[src/rtl/core/sorted_group_argmin_argmax_unit_assert.svh]
// Assertion macros for the sorted group argmin/argmax unit.
// Each macro takes a label, a property expression and a message string.
`ifndef SORTED_GROUP_ARGMIN_ARGMAX_UNIT_ASSERT_SVH
`define SORTED_GROUP_ARGMIN_ARGMAX_UNIT_ASSERT_SVH

`ifndef SYNTH
// checked only out of reset
`define SGAM_ASSERT_RST(lbl, prop, msg) \
  lbl: assert property (@(posedge clk) disable iff (!rst_n) prop) else $error(msg);
// checked at every edge, reset included
`define SGAM_ASSERT_ALL(lbl, prop, msg) \
  lbl: assert property (@(posedge clk) prop) else $error(msg);
`else
`define SGAM_ASSERT_RST(lbl, prop, msg)
`define SGAM_ASSERT_ALL(lbl, prop, msg)
`endif

`endif

[src/rtl/core/sgam_pkg.sv]
package sgam_pkg;

  localparam int KEY_W     = 64;
  localparam int VAL_W     = 32;
  localparam int PAYLOAD_W = 64;

  // mode codes
  localparam logic MODE_ROW   = 1'b0;
  localparam logic MODE_FLUSH = 1'b1;

  typedef struct packed {
    logic                    mode;
    logic [KEY_W-1:0]        group_key;
    logic                    key_is_na;
    logic signed [VAL_W-1:0] order_value;
    logic                    order_valid;
    logic [PAYLOAD_W-1:0]    payload;
  } sgam_row_t;

  typedef struct packed {
    logic [KEY_W-1:0]        out_key;
    logic                    out_key_is_na;
    logic signed [VAL_W-1:0] best_value;
    logic                    best_valid;
    logic [PAYLOAD_W-1:0]    best_payload;
  } sgam_res_t;

  typedef struct packed {
    logic group_open;
    logic descending;
  } sgam_status_t;

endpackage

[src/rtl/core/sgam_if.sv]
interface sgam_in_if;
  import sgam_pkg::*;
  logic                    valid;
  logic                    ready;
  logic                    mode;
  logic [KEY_W-1:0]        group_key;
  logic                    key_is_na;
  logic signed [VAL_W-1:0] order_value;
  logic                    order_valid;
  logic [PAYLOAD_W-1:0]    payload;

  modport source (output valid, mode, group_key, key_is_na, order_value, order_valid,
                  payload, input ready);
  modport sink (input valid, mode, group_key, key_is_na, order_value, order_valid,
                payload, output ready);
endinterface

interface sgam_out_if;
  import sgam_pkg::*;
  logic                    valid;
  logic                    ready;
  logic [KEY_W-1:0]        out_key;
  logic                    out_key_is_na;
  logic signed [VAL_W-1:0] best_value;
  logic                    best_valid;
  logic [PAYLOAD_W-1:0]    best_payload;

  modport source (output valid, out_key, out_key_is_na, best_value, best_valid,
                  best_payload, input ready);
  modport sink (input valid, out_key, out_key_is_na, best_value, best_valid,
                best_payload, output ready);
endinterface

interface sgam_cfg_if;
  logic valid;
  logic ready;
  logic data;

  modport source (output valid, data, input ready);
  modport sink (input valid, data, output ready);
endinterface

[src/rtl/core/sgam_in_stage.sv]
module sgam_in_stage (
  input  logic               clk,
  input  logic               rst_n,
  input  logic               up_valid,
  output logic               up_ready,
  input  sgam_pkg::sgam_row_t up_row,
  input  logic               dn_take,
  output logic               dn_valid,
  output sgam_pkg::sgam_row_t dn_row
);
  import sgam_pkg::*;

  logic      valid_r;
  logic      valid_nxt;
  sgam_row_t row_r;

  assign up_ready  = !valid_r || dn_take;
  assign valid_nxt = (up_valid && up_ready) ? 1'b1 : (dn_take ? 1'b0 : valid_r);

  always_ff @(posedge clk) begin
    if (!rst_n) begin
      valid_r <= 1'b0;
    end else begin
      valid_r <= valid_nxt;
    end
  end

  always_ff @(posedge clk) begin
    if (up_valid && up_ready) begin
      row_r <= up_row;
    end
  end

  assign dn_valid = valid_r;
  assign dn_row   = row_r;
endmodule

[src/rtl/core/sgam_champ.sv]
module sgam_champ (
  input  logic                  clk,
  input  logic                  rst_n,
  input  logic                  cfg_we,
  input  logic                  cfg_data,
  input  logic                  fire,
  input  sgam_pkg::sgam_row_t   row,
  output logic                  res_push,
  output sgam_pkg::sgam_res_t   res,
  output sgam_pkg::sgam_status_t status
);
  import sgam_pkg::*;

  logic                    descending_r;
  logic                    open_r;
  logic                    open_nxt;
  logic [KEY_W-1:0]        key_r;
  logic                    key_na_r;
  logic signed [VAL_W-1:0] val_r;
  logic                    val_ok_r;
  logic [PAYLOAD_W-1:0]    pay_r;

  logic [KEY_W-1:0]        key_eff;
  logic signed [VAL_W-1:0] val_eff;
  logic                    same;
  logic                    better;
  logic                    load_key;
  logic                    load_champ;

  // NA keys are stored as zero so the result needs no masking
  assign key_eff = row.key_is_na ? '0 : row.group_key;
  assign val_eff = row.order_valid ? row.order_value : '0;
  assign same    = (row.key_is_na == key_na_r) && (row.key_is_na || row.group_key == key_r);

  always_comb begin
    if (!row.order_valid) begin
      better = 1'b0;
    end else if (!val_ok_r) begin
      better = 1'b1;
    end else if (descending_r) begin
      better = $signed(val_r) < $signed(row.order_value);
    end else begin
      better = $signed(row.order_value) < $signed(val_r);
    end
  end

  always_comb begin
    res_push   = 1'b0;
    load_key   = 1'b0;
    load_champ = 1'b0;
    open_nxt   = open_r;
    if (fire) begin
      case (row.mode)
        MODE_FLUSH: begin
          res_push = open_r;
          open_nxt = 1'b0;
        end
        MODE_ROW: begin
          open_nxt = 1'b1;
          if (!open_r) begin
            load_key   = 1'b1;
            load_champ = 1'b1;
          end else if (same) begin
            load_champ = better;
          end else begin
            res_push   = 1'b1;
            load_key   = 1'b1;
            load_champ = 1'b1;
          end
        end
        default: begin
          open_nxt = open_r;
        end
      endcase
    end
  end

  always_ff @(posedge clk) begin
    if (!rst_n) begin
      open_r       <= 1'b0;
      descending_r <= 1'b0;
    end else begin
      open_r <= open_nxt;
      if (cfg_we) begin
        descending_r <= cfg_data;
      end
    end
  end

  always_ff @(posedge clk) begin
    if (load_key) begin
      key_r    <= key_eff;
      key_na_r <= row.key_is_na;
    end
    if (load_champ) begin
      val_r    <= val_eff;
      val_ok_r <= row.order_valid;
      pay_r    <= row.payload;
    end
  end

  assign res.out_key       = key_r;
  assign res.out_key_is_na = key_na_r;
  assign res.best_value    = val_r;
  assign res.best_valid    = val_ok_r;
  assign res.best_payload  = pay_r;

  assign status.group_open = open_r;
  assign status.descending = descending_r;
endmodule

[src/rtl/core/sgam_out_buf.sv]
module sgam_out_buf (
  input  logic               clk,
  input  logic               rst_n,
  input  logic               push,
  input  sgam_pkg::sgam_res_t push_data,
  output logic               up_ready,
  output logic               dn_valid,
  input  logic               dn_ready,
  output sgam_pkg::sgam_res_t dn_data
);
  import sgam_pkg::*;

  logic      main_v_r;
  logic      main_v_nxt;
  logic      skid_v_r;
  logic      skid_v_nxt;
  logic      pop;
  sgam_res_t main_r;
  sgam_res_t skid_r;

  assign pop      = main_v_r && dn_ready;
  assign up_ready = !skid_v_r;

  always_comb begin
    main_v_nxt = main_v_r;
    skid_v_nxt = skid_v_r;
    if (pop && skid_v_r) begin
      skid_v_nxt = 1'b0;
    end else if (push) begin
      if (!main_v_r || pop) begin
        main_v_nxt = 1'b1;
      end else begin
        skid_v_nxt = 1'b1;
      end
    end else if (pop) begin
      main_v_nxt = 1'b0;
    end
  end

  always_ff @(posedge clk) begin
    if (!rst_n) begin
      main_v_r <= 1'b0;
      skid_v_r <= 1'b0;
    end else begin
      main_v_r <= main_v_nxt;
      skid_v_r <= skid_v_nxt;
    end
  end

  always_ff @(posedge clk) begin
    if (pop && skid_v_r) begin
      main_r <= skid_r;
    end else if (push) begin
      if (!main_v_r || pop) begin
        main_r <= push_data;
      end else begin
        skid_r <= push_data;
      end
    end
  end

  assign dn_valid = main_v_r;
  assign dn_data  = main_r;
endmodule

[src/rtl/core/sorted_group_argmin_argmax_unit.sv]
// Streaming per-group argmin / argmax over key-sorted rows.
//
// in_bus  : one row per beat (mode, group_key, key_is_na, order_value,
//           order_valid, payload). mode = 1 is an end-of-input beat that
//           flushes the open group; its other fields are ignored.
// out_bus : one beat per closed group: key, NA flag, winning value,
//           winning valid flag and the winner's payload.
// cfg_bus : one-bit write of "descending" (1 = keep max, 0 = keep min);
//           always ready, write only while the block is idle.
//
// Throughput: one row per cycle while the output buffer has a free entry.
// The champion compare and update sits between the input register and the
// result register. The closing beat (next key or flush) is held in the input
// register; when the core takes it, the closed group's result is written into
// the output buffer, which drives out_bus.valid.
// Stall: results park in a two-entry output buffer; when both entries are
// full the core stops taking rows, and in_bus.ready then stays high only while
// the input register is empty.
// Reset (rst_n low, synchronous): no group open, buffers empty,
// descending = 0.
module sorted_group_argmin_argmax_unit (
  input  logic clk,
  input  logic rst_n,
  sgam_in_if.sink    in_bus,
  sgam_out_if.source out_bus,
  sgam_cfg_if.sink   cfg_bus
);
  import sgam_pkg::*;

  sgam_row_t    in_row;
  sgam_row_t    s1_row;
  logic         s1_valid;
  logic         s1_fire;
  logic         core_ready;
  logic         res_push;
  sgam_res_t    res;
  sgam_res_t    out_data;
  sgam_status_t status;

  assign in_row.mode        = in_bus.mode;
  assign in_row.group_key   = in_bus.group_key;
  assign in_row.key_is_na   = in_bus.key_is_na;
  assign in_row.order_value = in_bus.order_value;
  assign in_row.order_valid = in_bus.order_valid;
  assign in_row.payload     = in_bus.payload;

  // core takes a row whenever the output buffer has a free entry
  assign s1_fire = s1_valid && core_ready;

  sgam_in_stage u_in (
    .clk      (clk),
    .rst_n    (rst_n),
    .up_valid (in_bus.valid),
    .up_ready (in_bus.ready),
    .up_row   (in_row),
    .dn_take  (s1_fire),
    .dn_valid (s1_valid),
    .dn_row   (s1_row)
  );

  assign cfg_bus.ready = 1'b1;

  sgam_champ u_champ (
    .clk      (clk),
    .rst_n    (rst_n),
    .cfg_we   (cfg_bus.valid),
    .cfg_data (cfg_bus.data),
    .fire     (s1_fire),
    .row      (s1_row),
    .res_push (res_push),
    .res      (res),
    .status   (status)
  );

  sgam_out_buf u_out (
    .clk       (clk),
    .rst_n     (rst_n),
    .push      (res_push),
    .push_data (res),
    .up_ready  (core_ready),
    .dn_valid  (out_bus.valid),
    .dn_ready  (out_bus.ready),
    .dn_data   (out_data)
  );

  assign out_bus.out_key       = out_data.out_key;
  assign out_bus.out_key_is_na = out_data.out_key_is_na;
  assign out_bus.best_value    = out_data.best_value;
  assign out_bus.best_valid    = out_data.best_valid;
  assign out_bus.best_payload  = out_data.best_payload;

`include "sorted_group_argmin_argmax_unit_assert.svh"

  // a full skid entry implies the main entry is showing a result
  `SGAM_ASSERT_RST(a_skid_implies_main, !core_ready |-> out_bus.valid, "skid full, main empty")
  // a flush closes the group
  `SGAM_ASSERT_RST(a_flush_closes, (s1_fire && s1_row.mode == MODE_FLUSH) |=> !status.group_open, "group open after flush")
  // a data row always leaves a group open
  `SGAM_ASSERT_RST(a_row_opens, (s1_fire && s1_row.mode == MODE_ROW) |=> status.group_open, "no group after row")
  // results come only from a processed row while a group is open
  `SGAM_ASSERT_ALL(a_push_source, res_push |-> (s1_fire && status.group_open), "stray result")

endmodule
[src/flat_wrapper.sv]
// flat-port wrapper written by rule: the top's interface ports become plain ports
module sorted_group_argmin_argmax_unit_flat import sgam_pkg::*;
  (clk, rst_n, in_bus_valid, in_bus_mode, in_bus_group_key, in_bus_key_is_na, in_bus_order_value, in_bus_order_valid, in_bus_payload, in_bus_ready, out_bus_valid, out_bus_out_key, out_bus_out_key_is_na, out_bus_best_value, out_bus_best_valid, out_bus_best_payload, out_bus_ready, cfg_bus_valid, cfg_bus_data, cfg_bus_ready);
  sgam_in_if in_bus_i ();
  sgam_out_if out_bus_i ();
  sgam_cfg_if cfg_bus_i ();
  input  logic clk;
  input  logic rst_n;
  input wire logic [$bits(in_bus_i.valid)-1:0] in_bus_valid;
  input wire logic [$bits(in_bus_i.mode)-1:0] in_bus_mode;
  input wire logic [$bits(in_bus_i.group_key)-1:0] in_bus_group_key;
  input wire logic [$bits(in_bus_i.key_is_na)-1:0] in_bus_key_is_na;
  input wire logic [$bits(in_bus_i.order_value)-1:0] in_bus_order_value;
  input wire logic [$bits(in_bus_i.order_valid)-1:0] in_bus_order_valid;
  input wire logic [$bits(in_bus_i.payload)-1:0] in_bus_payload;
  output wire logic [$bits(in_bus_i.ready)-1:0] in_bus_ready;
  output wire logic [$bits(out_bus_i.valid)-1:0] out_bus_valid;
  output wire logic [$bits(out_bus_i.out_key)-1:0] out_bus_out_key;
  output wire logic [$bits(out_bus_i.out_key_is_na)-1:0] out_bus_out_key_is_na;
  output wire logic [$bits(out_bus_i.best_value)-1:0] out_bus_best_value;
  output wire logic [$bits(out_bus_i.best_valid)-1:0] out_bus_best_valid;
  output wire logic [$bits(out_bus_i.best_payload)-1:0] out_bus_best_payload;
  input wire logic [$bits(out_bus_i.ready)-1:0] out_bus_ready;
  input wire logic [$bits(cfg_bus_i.valid)-1:0] cfg_bus_valid;
  input wire logic [$bits(cfg_bus_i.data)-1:0] cfg_bus_data;
  output wire logic [$bits(cfg_bus_i.ready)-1:0] cfg_bus_ready;
  assign in_bus_i.valid = in_bus_valid;
  assign in_bus_i.mode = in_bus_mode;
  assign in_bus_i.group_key = in_bus_group_key;
  assign in_bus_i.key_is_na = in_bus_key_is_na;
  assign in_bus_i.order_value = in_bus_order_value;
  assign in_bus_i.order_valid = in_bus_order_valid;
  assign in_bus_i.payload = in_bus_payload;
  assign in_bus_ready = in_bus_i.ready;
  assign out_bus_valid = out_bus_i.valid;
  assign out_bus_out_key = out_bus_i.out_key;
  assign out_bus_out_key_is_na = out_bus_i.out_key_is_na;
  assign out_bus_best_value = out_bus_i.best_value;
  assign out_bus_best_valid = out_bus_i.best_valid;
  assign out_bus_best_payload = out_bus_i.best_payload;
  assign out_bus_i.ready = out_bus_ready;
  assign cfg_bus_i.valid = cfg_bus_valid;
  assign cfg_bus_i.data = cfg_bus_data;
  assign cfg_bus_ready = cfg_bus_i.ready;
  sorted_group_argmin_argmax_unit u_core (.clk(clk), .rst_n(rst_n), .in_bus(in_bus_i), .out_bus(out_bus_i), .cfg_bus(cfg_bus_i));
endmodule
[config.mk]
export PLATFORM = sky130hd
export DESIGN_NAME = sorted_group_argmin_argmax_unit_flat
export DESIGN_NICKNAME = d
export VERILOG_FILES = /design/src/rtl/core/sgam_pkg.sv /design/src/rtl/core/sgam_if.sv /design/src/rtl/core/sgam_in_stage.sv /design/src/rtl/core/sgam_champ.sv /design/src/rtl/core/sgam_out_buf.sv /design/src/rtl/core/sorted_group_argmin_argmax_unit.sv /design/src/flat_wrapper.sv
export VERILOG_INCLUDE_DIRS = /design/src /design/src/rtl/core
export SDC_FILE = /design/constraint.sdc
export NUM_CORES = 1
export LEC_CHECK = 0
export ABC_CLOCK_PERIOD_IN_PS = 17800
export BUFFER_PORTS_ARGS = -buffer_cell sky130_fd_sc_hd__buf_2
export CAP_MARGIN = 15
export CORE_MARGIN = 8
export CORE_UTILIZATION = 55
export DETAILED_ROUTE_END_ITERATION = 12
export PLACE_DENSITY = 0.77
export SYNTH_ARGS = -nofsm -noshare
export SYNTH_HDL_FRONTEND = slang
export SYNTH_SLANG_ARGS = --single-unit
[constraint.sdc]
create_clock -name clk -period 17.8 [get_ports clk]
set_input_delay 1.78 -clock clk [delete_from_list [all_inputs] [get_ports clk]]
set_output_delay 1.78 -clock clk [all_outputs]
set_load 0.02 [all_outputs]
==> out/metrics.csv, run 1 <==
stage,metric,value,unit
global_routing,met3 Usage GRT,5.744,%
detailed_routing,Vias,11840,
clocking,hold buffer count at cts,0,
floorplanning,DIE WIDTH,224.6,um
synthesis,Synth area leaders,"edfxtp_1 (81%), mux2_2 (7.6%), xor2_1 (1.9%)",
synthesis,"area leader, netlist",edfxtp_1,
placement,GP Congestion,0.8096,
flow_run,max_cap viols,0,
global_routing,GRT Util Overall,19.07,%
critical_path,Critical Path RT,17.99,ns
synthesis,post-synthesis sequential area ratio,81.84,%
worst_hold_path,critical hold path startpoint,u_core.u_in.dn_row[56]$_DFFE_PP_,
critical_path,R2R depth,8,
global_routing,gr busiest metal,met2,
worst_hold_path,Cells on Worst Hold Path,0,
global_routing,vias in the first global route,12330,
critical_path,crit-path max FO,68,
clocking,cts repair resizes,0,
timing,minimum clock period,4.267,ns
floorplanning,Die Area,50450,um^2
global_routing,overflow left after global routing,0,
timing,Fin Hold WS,0.4138,ns
synthesis,ys async rst share,0,%
timing,Final Skew,0.02758,ns
detailed_routing,drt wl/cell,21.87,um
timing,"Period Utilization, post-route",23.97,%
floorplanning,# IOs,334,
critical_path,critical path arrival,4.46,ns
timing,Max Slew Vio Count,0,
final_layout,Finished Cell Area,28480,um^2
clocking,CTS tree,done,
floorplanning,Initial Utilization,55.69,%
final_layout,Area Growth Syn to Fin,18.99,%
final_layout,most frequent cells in the layout,"edfxtp_1 (649), buf_2 (332), mux2_2 (162), clkbuf_16 (71), nor2b_1 (68)",
critical_path,crit-path leading delay family,buffers and inverters,
outcome,status,completed,
worst_hold_path,Hold Path End,u_core.u_champ.pay_r[56]$_DFFE_PP_,
global_routing,first-pass GRT wire length,73.28,mm
detailed_routing,initial DRC count,961,
critical_path,Critical path buffers and inverters,3,
critical_path,type of origin of the critical path,input pin,
detailed_routing,DRC Markers,0,
floorplanning,core area,42980,um^2
critical_path,Setup CP Type,input pin to register,
critical_path,Critical Path Most Common Cell,buf_4,
timing,slew of the pin with the lowest slew margin,1.074,ns
synthesis,most common flop cell mapped by yosys,edfxtp_1,
synthesis,mapped cell area,23940,um^2
detailed_routing,Pre-antenna DRT Iters,5,
clocking,Worst-path clk slew,0.06,ns
final_layout,final design utilization,66.27,%
placement,port bufs,332,
clocking,post-CTS setup repair buffer count,0,
timing,Rel. slew slack,28.40,%
final_layout,fill count,2868,
synthesis,Synth Area per Inst,20.06,um^2
clocking,buffer depth of the longest clock path,3,
timing,final setup TNS,0,ns
critical_path,endpoint class of the critical path,register,
critical_path,r2r startpoint,u_core.u_champ.key_r[23]$_SDFFCE_PP0P_,
placement,Post-DP HPWL,30.72,mm
clocking,H-tree levels,3,
critical_path,R2R Setup Slk,13.58,ns
final_layout,# nets final,1779,
clocking,worst skew pair latency,0.58,ns
global_routing,largest net degree at the start of global routing,77,
critical_path,worst reg2reg path endpoint,u_core.u_out.dn_data[23]$_DFFE_PP_,
floorplanning,# rows,76,
synthesis,Mapped Nets,1394,
critical_path,Slowest Stage Delay on Critical Path,0.82,ns
synthesis,Netlist cell types,49,
synthesis,number of flops mapped to enable cells by yosys,649,
final_layout,"commonest non-fill, non-tap cell in the layout",edfxtp_1,
global_routing,met2 usage,29.04,%
power_and_ir_drop,maximum vdd ir drop,81.25,uV
synthesis,flop and latch count out of synthesis,654,
detailed_routing,final WL,48.51,mm
timing,RSZ-0062 raised after global routing,no,
synthesis,Syn Inst Count,1193,
final_layout,share of layout cells above drive strength 1,37.73,%
timing,Finish-stage setup viols,0,
global_routing,antenna violations before repair,6,
detailed_routing,vias per cell,5.339,
timing,endpoints failing hold,0,
placement,DP Area,26360,um^2
power_and_ir_drop,Power per Cell Area,113.0,nW/um^2
timing,fmax,234.4,MHz
critical_path,CP cell instances,buf_2 > nand2_1 > o21ai_0 > o21a_4 > buf_4 > buf_4,
clocking,CTS Sinks,654,
synthesis,Synth top area share,81.42,%
clocking,CTS Buf Count,67,
critical_path,CP max-delay cell,buf_4,
worst_hold_path,type of the most critical hold path,register to register,
floorplanning,die span in y,224.6,um
clocking,CTS Root Cell,clkbuf_16,
synthesis,Syn. warnings,0,
global_routing,GRT met1 Usage,25.88,%
detailed_routing,Final ANT Viol Nets,0,
power_and_ir_drop,Leak Pwr,10.36,nW
[worst max-delay path by stage]
stage / slack [ns] / end / start / cells past startpoint
global placement: 12.96 / u_core.u_out.dn_data[21]$_DFFE_PP_ / out_bus_ready / 6
CTS: 13.49 / u_core.u_out.dn_data[23]$_DFFE_PP_ / u_core.u_champ.key_r[55]$_SDFFCE_PP0P_ / 8
finish: 13.53 / u_core.u_out.dn_data[23]$_DFFE_PP_ / out_bus_ready / 6
detailed placement: 12.89 / u_core.u_out.dn_data[21]$_DFFE_PP_ / out_bus_ready / 6
global route: 13.37 / u_core.u_out.dn_data[23]$_DFFE_PP_ / out_bus_ready / 6
floorplan: 3.36 / u_core.u_out.skid_r[0]$_DFFE_PP_ / out_bus_ready / 1
[power by group]
group	total, mW	internal [mW]	switching, mW
Sequential	1.76	1.74	0.0228
Clock	1.35	0.788	0.562
Combinational	0.105	0.0449	0.0597
Total	3.22	2.57	0.645
[stage by stage]
step	power (mW)	std cells	setup slack, ns
global placement	1.894	2094	12.96
detailed placement	1.901	2094	12.89
finish	3.218	2218	13.53
floorplan	1.852	1193	3.358
CTS	3.253	2215	13.49
global route	3.320	2215	13.37
[logic make-up after synthesis]
group,count (synthesis),share of synthesized area (%)
buf+inv,78,1.265
mux,164,7.710
simple gates,166,4.302
flops,654,81.84
fa+ha+maj,32,1.673
other cells,1,0.01567
compound gates,46,1.296
xor+xnor,52,1.903
[area by class of cell]
cell class	count	area, um^2	area share, %
multi-input combinational	461	4093	14.37
tap	585	732.0	2.570
clock buffer	84	1826	6.409
clock inverter	37	292.8	1.028
inverter	49	183.9	0.6458
sequential	654	19590	68.78
antenna	3	7.507	0.02636
timing repair buffer	345	1759	6.176
[state kept, by name (all words and copies together), names as in the netlist]
signal / flops
u_core.u_in.dn_row: 163
u_core.u_out.dn_data: 162
u_core.u_out.skid_r: 162
u_core.u_champ.key_r: 64
u_core.u_champ.pay_r: 64
u_core.u_champ.val_r: 32
u_core.u_champ.descending_r: 1
u_core.u_champ.key_na_r: 1
u_core.u_champ.open_r: 1
u_core.u_champ.val_ok_r: 1
u_core.u_in.dn_valid: 1
u_core.u_out.dn_valid: 1
u_core.u_out.skid_v_r: 1
[per-layer routing]
metal  part of all wire [%]  vias to the layer above
met2                     46                      502
met4                    2.9                       10
met3                    9.3                      100
li1                       -                     5343
met5                   0.14                        -
met1                     42                     5886
[synthesized netlist by cell type, types with 2 or more instances]
| cell type | count |
|---|---|
| a2111oi_0 | 2 |
| a211oi_1 | 4 |
| a21o_1 | 3 |
| a21oi_1 | 16 |
| a31oi_1 | 2 |
| and2_1 | 33 |
| buf_2 | 5 |
| clkbuf_1 | 23 |
| dfxtp_1 | 5 |
| edfxtp_1 | 649 |
| ha_1 | 32 |
| inv_1 | 48 |
| mux2_2 | 162 |
| nand2_1 | 13 |
| nand2b_1 | 2 |
| nand3_1 | 8 |
| nand4_1 | 7 |
| nor2_1 | 11 |
| nor2b_1 | 68 |
| nor4_1 | 12 |
| nor4_4 | 2 |
| o21ai_0 | 4 |
| o22ai_1 | 4 |
| o2bb2ai_1 | 2 |
| xor2_1 | 52 |
(Power assumes the default switching activity.)
==> inputs of run 2 (changes only) <==
--- a/config.mk
+++ b/config.mk
@@ -6,13 +6,13 @@
 export SDC_FILE = /design/constraint.sdc
 export NUM_CORES = 1
 export LEC_CHECK = 0
-export ABC_CLOCK_PERIOD_IN_PS = 17800
+export ABC_CLOCK_PERIOD_IN_PS = 3500
 export BUFFER_PORTS_ARGS = -buffer_cell sky130_fd_sc_hd__buf_2
 export CAP_MARGIN = 15
 export CORE_MARGIN = 8
-export CORE_UTILIZATION = 55
+export CORE_UTILIZATION = 51
 export DETAILED_ROUTE_END_ITERATION = 12
-export PLACE_DENSITY = 0.77
+export PLACE_DENSITY = 0.75
 export SYNTH_ARGS = -nofsm -noshare
 export SYNTH_HDL_FRONTEND = slang
 export SYNTH_SLANG_ARGS = --single-unit
==> constraint.sdc (replaced) <==
create_clock -name clk -period 3.5 [get_ports clk]
set_input_delay 0.35 -clock clk [delete_from_list [all_inputs] [get_ports clk]]
set_output_delay 0.35 -clock clk [all_outputs]
set_load 0.02 [all_outputs]
==> run 2 against run 1 <==
  * Register-to-register slack worse by 13 ns
  * Clock power grew to 5.1 times the previous value
  * Total power increased to 5.2 times the previous value
  * Critical path type is now register to register
  * Critical path depth grew 4
  * Utilization shrank 1.0 points
==> out/metrics.csv, run 2 (synthesis results as in run 1) <==
stage,metric,value,unit
clocking,CTS Buf Count,66,
power_and_ir_drop,Gate power share,4.3,%
clocking,buffer depth of the longest clock path,3,
critical_path,critical path arrival,3.59,ns
final_layout,# nets final,1946,
power_and_ir_drop,switching share of power,20.23,%
power_and_ir_drop,switching pwr,3.363,mW
detailed_routing,vias per cell,5.204,
critical_path,endpoint class of the critical path,register,
critical_path,CP Launch Point,u_core.u_champ.val_r[1]$_SDFFCE_PN0P_,
global_routing,overflow left after global routing,0,
worst_hold_path,type of the most critical hold path,input pin to register,
critical_path,type of origin of the critical path,register,
clocking,worst skew pair latency,0.59,ns
timing,final setup TNS,0,ns
critical_path,r2r startpoint,u_core.u_champ.val_r[1]$_SDFFCE_PN0P_,
global_routing,vias in the first global route,13320,
timing,Fin Hold WS,0.06356,ns
placement,GP Congestion,0.7707,
floorplanning,# IOs,334,
critical_path,crit-path max FO,65,
global_routing,first-pass GRT wire length,79.70,mm
global_routing,largest net degree at the start of global routing,105,
power_and_ir_drop,maximum vdd ir drop,430.1,uV
flow_run,max_cap viols,0,
timing,setup ws final,0.2015,ns
critical_path,Slowest Stage Delay on Critical Path,0.60,ns
clocking,post-CTS setup repair buffer count,0,
critical_path,CP max-delay cell,or4b_1,
timing,endpoints failing hold,0,
floorplanning,Die Area,54120,um^2
final_layout,area taken by multi-input logic gates,4099,um^2
floorplanning,core area,46460,um^2
timing,Max Slew Vio Count,0,
clocking,cts repair resizes,0,
clocking,H-tree levels,3,
clocking,CTS tree,done,
timing,fmax,303.2,MHz
outcome,status,completed,
floorplanning,DIE WIDTH,232.6,um
critical_path,Critical Path RT,3.79,ns
global_routing,antenna violations before repair,8,
power_and_ir_drop,clock group share of total power,41.8,%
detailed_routing,Vias,12520,
detailed_routing,DRC Markers,0,
power_and_ir_drop,Internal Pwr Total,13.26,mW
clocking,Worst-path clk slew,0.06,ns
final_layout,fill count,3028,
timing,Finish-stage setup viols,0,
global_routing,GRT Util Overall,19.34,%
power_and_ir_drop,Power per Cell Area,548.2,nW/um^2
critical_path,CP cell instances,inv_1 > ha_1 > nor2b_1 > o211ai_2 > a2111oi_0 > or4b_1 > a221oi_2 > mux2_1 > or3_4 > buf_12,
clocking,CTS Sinks,654,
power_and_ir_drop,Seq pwr share,54.0,%
worst_hold_path,critical hold path startpoint,cfg_bus_valid,
placement,pre-CTS setup slack,0.2268,ns
timing,Final Skew,0.02529,ns
floorplanning,Initial Utilization,51.52,%
final_layout,"commonest non-fill, non-tap cell in the layout",edfxtp_1,
placement,Post-DP HPWL,31.64,mm
critical_path,crit-path leading delay family,simple AND/OR/NAND/NOR gates,
power_and_ir_drop,Leak Pwr,11.11,nW
timing,slew of the pin with the lowest slew margin,1.087,ns
floorplanning,# rows,79,
final_layout,most frequent cells in the layout,"edfxtp_1 (649), buf_2 (332), dlygate4sd3_1 (164), mux2_2 (162), clkbuf_16 (71)",
placement,port bufs,332,
final_layout,Area Growth Syn to Fin,26.65,%
floorplanning,die span in y,232.6,um
detailed_routing,Final ANT Viol Nets,0,
detailed_routing,final WL,53.48,mm
detailed_routing,initial DRC count,853,
clocking,CTS Root Cell,clkbuf_16,
power_and_ir_drop,Tot Pwr,16.62,mW
timing,minimum clock period,3.298,ns
timing,"Period Utilization, post-route",94.24,%
timing,RSZ-0062 raised after global routing,no,
detailed_routing,Pre-antenna DRT Iters,5,
critical_path,Setup CP Type,register to register,
detailed_routing,drt wl/cell,22.24,um
final_layout,Largest register FFs,163,
final_layout,register area,19590,um^2
timing,Rel. slew slack,27.57,%
final_layout,share of layout cells above drive strength 1,34.47,%
critical_path,Critical path buffers and inverters,2,
[run 2: final cells by class]
| class | count | area share [%] |
|---|---|---|
| multi-input cells | 461 | 13.52 |
| well taps | 607 | 2.505 |
| inverters | 49 | 0.6067 |
| diodes | 5 | 0.04127 |
| clock inverters | 32 | 0.8585 |
| repair buffers | 513 | 11.73 |
| flip-flops and latches | 654 | 64.62 |
| clock buffers | 84 | 6.121 |
[run 2: power by group through the flow]
stage / Clock [mW] / Sequential, mW / Combinational (mW)
3_3_place_gp: 0 / 9.11 / 0.537
3_5_place_dp: 0 / 9.13 / 0.551
5_1_grt: 7.36 / 8.99 / 0.771
4_1_cts: 7.04 / 8.96 / 0.708
2_1_floorplan: 0 / 9.12 / 0.289
6_report: 6.94 / 8.97 / 0.709
[run 2: path summary, 6_finish.rpt]
path,cells past startpoint,slack [ns],to
hold / removal,3,0.06,u_core.u_champ.descending_r$_SDFFE_PN0P_
hold reg to reg,0,0.41,u_core.u_champ.pay_r[0]$_DFFE_PP_
setup reg to reg,10,0.20,u_core.u_champ.pay_r[5]$_DFFE_PP_
setup / recovery,10,0.20,u_core.u_champ.pay_r[5]$_DFFE_PP_
[run 2: metrics by stage]
step / utilization [%] / instance area (um^2) / cells
2_1_floorplan: - / 23960 / 1193
5_1_grt: 65.25 / 30320 / 2405
4_1_cts: 65.23 / 30300 / 2400
3_5_place_dp: 57.14 / 26550 / 2120
6_report: 65.25 / 30320 / 2405
3_3_place_gp: 57.14 / 26550 / 2120
[run 2: metal layers]
metal | track usage, % | routed length, um | vias to the layer above
met1 | 25.51 | 21990 | 6233
met3 | 4.859 | 4284 | 75
met4 | 6.197 | 1022 | 2
met2 | 31.45 | 26170 | 511
li1 | - | - | 5694
met5 | 0 | 8 | -
[run 2: worst register-to-register path, cell delays in order, from the launching register on]
cell,delay (ns)
edfxtp_1,0.41
inv_1,0.08
ha_1,0.23
nor2b_1,0.14
o211ai_2,0.12
a2111oi_0,0.10
or4b_1,0.60
a221oi_2,0.27
mux2_1,0.34
or3_4,0.41
buf_12,0.24
[run 2: timing repair]
item                                    in CTS  in global routing
endpoints found under the hold margin      164                  0
endpoints found under the setup margin       0                  0
hold buffers                               164                  0
==> inputs of run 3 (changes only) <==
--- a/config.mk
+++ b/config.mk
@@ -10,9 +10,9 @@
 export BUFFER_PORTS_ARGS = -buffer_cell sky130_fd_sc_hd__buf_2
 export CAP_MARGIN = 15
 export CORE_MARGIN = 8
-export CORE_UTILIZATION = 51
+export CORE_UTILIZATION = 45
 export DETAILED_ROUTE_END_ITERATION = 12
-export PLACE_DENSITY = 0.75
+export PLACE_DENSITY = 0.68
 export SYNTH_ARGS = -nofsm -noshare
 export SYNTH_HDL_FRONTEND = slang
 export SYNTH_SLANG_ARGS = --single-unit
==> run 3 against run 2 <==
  * Register-to-register slack about the same
  * Clock-buffer cell count up 1
  * Wire length down 3.1%
  * Sequential share of layout area down 0.22 points
  * Final cell count up 3.7%
  * Clock power down 2%
  * Total power down 0.97%
  * Sequential cell count unchanged
  * Global-route usage down 2.5 points
  * Highest routed layer unchanged
==> out/metrics.csv, run 3 (synthesis results as in run 1) <==
stage,metric,value,unit
timing,minimum clock period,3.311,ns
critical_path,crit-path max FO,32,
final_layout,fill count,3935,
timing,final setup TNS,0,ns
timing,RSZ-0062 raised after global routing,no,
power_and_ir_drop,maximum vdd ir drop,347.8,uV
global_routing,antenna violations before repair,4,
placement,Placed Instances,2204,
power_and_ir_drop,Tot Pwr,16.46,mW
clocking,H-tree levels,3,
detailed_routing,Pre-antenna DRT Iters,4,
timing,"Period Utilization, post-route",94.59,%
critical_path,type of origin of the critical path,register,
floorplanning,die span in y,246.6,um
critical_path,crit-path leading delay family,simple AND/OR/NAND/NOR gates,
floorplanning,Die Area,60830,um^2
critical_path,Critical Path RT,3.82,ns
critical_path,Slowest Stage Delay on Critical Path,0.60,ns
detailed_routing,Final ANT Viol Nets,0,
floorplanning,# IOs,334,
clocking,worst skew pair latency,0.59,ns
timing,Rel. slew slack,33.84,%
placement,port bufs,332,
placement,DP Area,26680,um^2
critical_path,Setup CP Type,register to register,
detailed_routing,Vias,12300,
flow_run,max_cap viols,0,
final_layout,Largest register FFs,163,
final_layout,Area Growth Syn to Fin,27.08,%
global_routing,vias in the first global route,13340,
timing,Max Slew Vio Count,0,
clocking,CTS tree,done,
global_routing,overflow left after global routing,0,
power_and_ir_drop,Power per Cell Area,541.0,nW/um^2
power_and_ir_drop,switching pwr,3.355,mW
final_layout,final design utilization,57.89,%
detailed_routing,final WL,51.84,mm
critical_path,CP max-delay cell,or4b_1,
clocking,buffer depth of the longest clock path,3,
placement,Post-DP HPWL,32.10,mm
clocking,CTS Sinks,654,
timing,setup ws final,0.1892,ns
final_layout,most frequent cells in the layout,"edfxtp_1 (649), buf_2 (332), dlygate4sd3_1 (164), mux2_2 (162), clkbuf_16 (69)",
floorplanning,# rows,84,
timing,slew of the pin with the lowest slew margin,0.9924,ns
detailed_routing,DRC Markers,0,
power_and_ir_drop,switching share of power,20.39,%
detailed_routing,vias per cell,4.933,
timing,endpoints failing hold,0,
floorplanning,core area,52550,um^2
clocking,CTS Buf Count,68,
final_layout,share of layout cells above drive strength 1,34.72,%
critical_path,Critical path buffers and inverters,2,
timing,fmax,302.0,MHz
detailed_routing,drt wl/cell,20.79,um
power_and_ir_drop,clock group share of total power,41.2,%
worst_hold_path,type of the most critical hold path,input pin to register,
floorplanning,Initial Utilization,45.55,%
power_and_ir_drop,Seq pwr share,54.4,%
final_layout,"commonest non-fill, non-tap cell in the layout",edfxtp_1,
timing,Finish-stage setup viols,0,
outcome,status,completed,
clocking,CTS Root Cell,clkbuf_16,
final_layout,Post-Layout Cell Count,2494,
critical_path,endpoint class of the critical path,register,
global_routing,GRT Util Overall,16.82,%
detailed_routing,initial DRC count,775,
placement,pre-CTS setup slack,0.2120,ns
timing,Final Skew,0.02641,ns
critical_path,CP cell instances,inv_1 > ha_1 > nor2b_1 > o211ai_2 > a2111oi_0 > or4b_1 > a221oi_2 > mux2_1 > or3_4 > buf_12,
timing,Fin Hold WS,0.04876,ns
global_routing,largest net degree at the start of global routing,92,
floorplanning,DIE WIDTH,246.6,um
power_and_ir_drop,Gate power share,4.3,%
clocking,Worst-path clk slew,0.06,ns
final_layout,# nets final,1951,
global_routing,first-pass GRT wire length,78.65,mm
power_and_ir_drop,Leak Pwr,11.09,nW
clocking,cts repair resizes,0,
final_layout,Finished Cell Area,30420,um^2
critical_path,critical path arrival,3.63,ns
placement,GP Congestion,0.7572,
power_and_ir_drop,Internal Pwr Total,13.10,mW
==> run 3: path summary, 6_finish.rpt <==
path                                          from                                  endpoint  slack, ns  cells past startpoint
max          u_core.u_champ.val_r[1]$_SDFFCE_PN0P_        u_core.u_champ.pay_r[51]$_DFFE_PP_       0.19                     10
min                                  cfg_bus_valid  u_core.u_champ.descending_r$_SDFFE_PN0P_       0.05                      3
max reg2reg  u_core.u_champ.val_r[1]$_SDFFCE_PN0P_        u_core.u_champ.pay_r[51]$_DFFE_PP_       0.19                     10
min reg2reg       u_core.u_in.dn_row[50]$_DFFE_PP_        u_core.u_champ.pay_r[50]$_DFFE_PP_       0.41                      0
==> run 3: cell type report <==
cell class                      instances  area [um^2]  share of cell area [%]
Sequential cell                       654        19590                   64.40
Multi-Input combinational cell        461         4099                   13.47
Timing Repair Buffer                  516         3591                   11.80
Clock buffer                           85         1797                   5.907
Tap cell                              688        860.8                   2.830
Clock inverter                         38        291.5                  0.9584
Inverter                               49        183.9                  0.6046
Antenna cell                            3        7.507                 0.02468
==> run 3: per-layer routing <==
| layer | share of wire [%] | track usage (%) | vias up | routed length [um] |
|---|---|---|---|---|
| met2 | 49 | 27.40 | 390 | 25180 |
| li1 | - | - | 5695 | - |
| met3 | 6.9 | 3.996 | 72 | 3557 |
| met4 | 2.3 | 5.646 | 2 | 1207 |
| met1 | 42 | 22.12 | 6145 | 21880 |
| met5 | 0.025 | 0 | - | 13 |
==> run 3: worst reg2reg max path, stage by stage (launching register included) <==
cell	delay, ns
edfxtp_1	0.40
inv_1	0.08
ha_1	0.23
nor2b_1	0.14
o211ai_2	0.13
a2111oi_0	0.11
or4b_1	0.60
a221oi_2	0.27
mux2_1	0.36
or3_4	0.49
buf_12	0.22
==> run 3: power groups by stage <==
stage                     clock, mW  sequential [mW]  combinational, mW
after global routing           7.27             8.98              0.780
after detailed placement          0             9.12              0.568
after global placement            0             9.11              0.556
after floorplan                   0             9.12              0.289
final                          6.79             8.96              0.712
after CTS                      6.96             8.96              0.722
==> run 3: timing repair <==
item / in CTS / in global routing
hold buffers: 164 / 0
buffers inserted: 0 / 0
endpoints found under the hold margin: 164 / 0
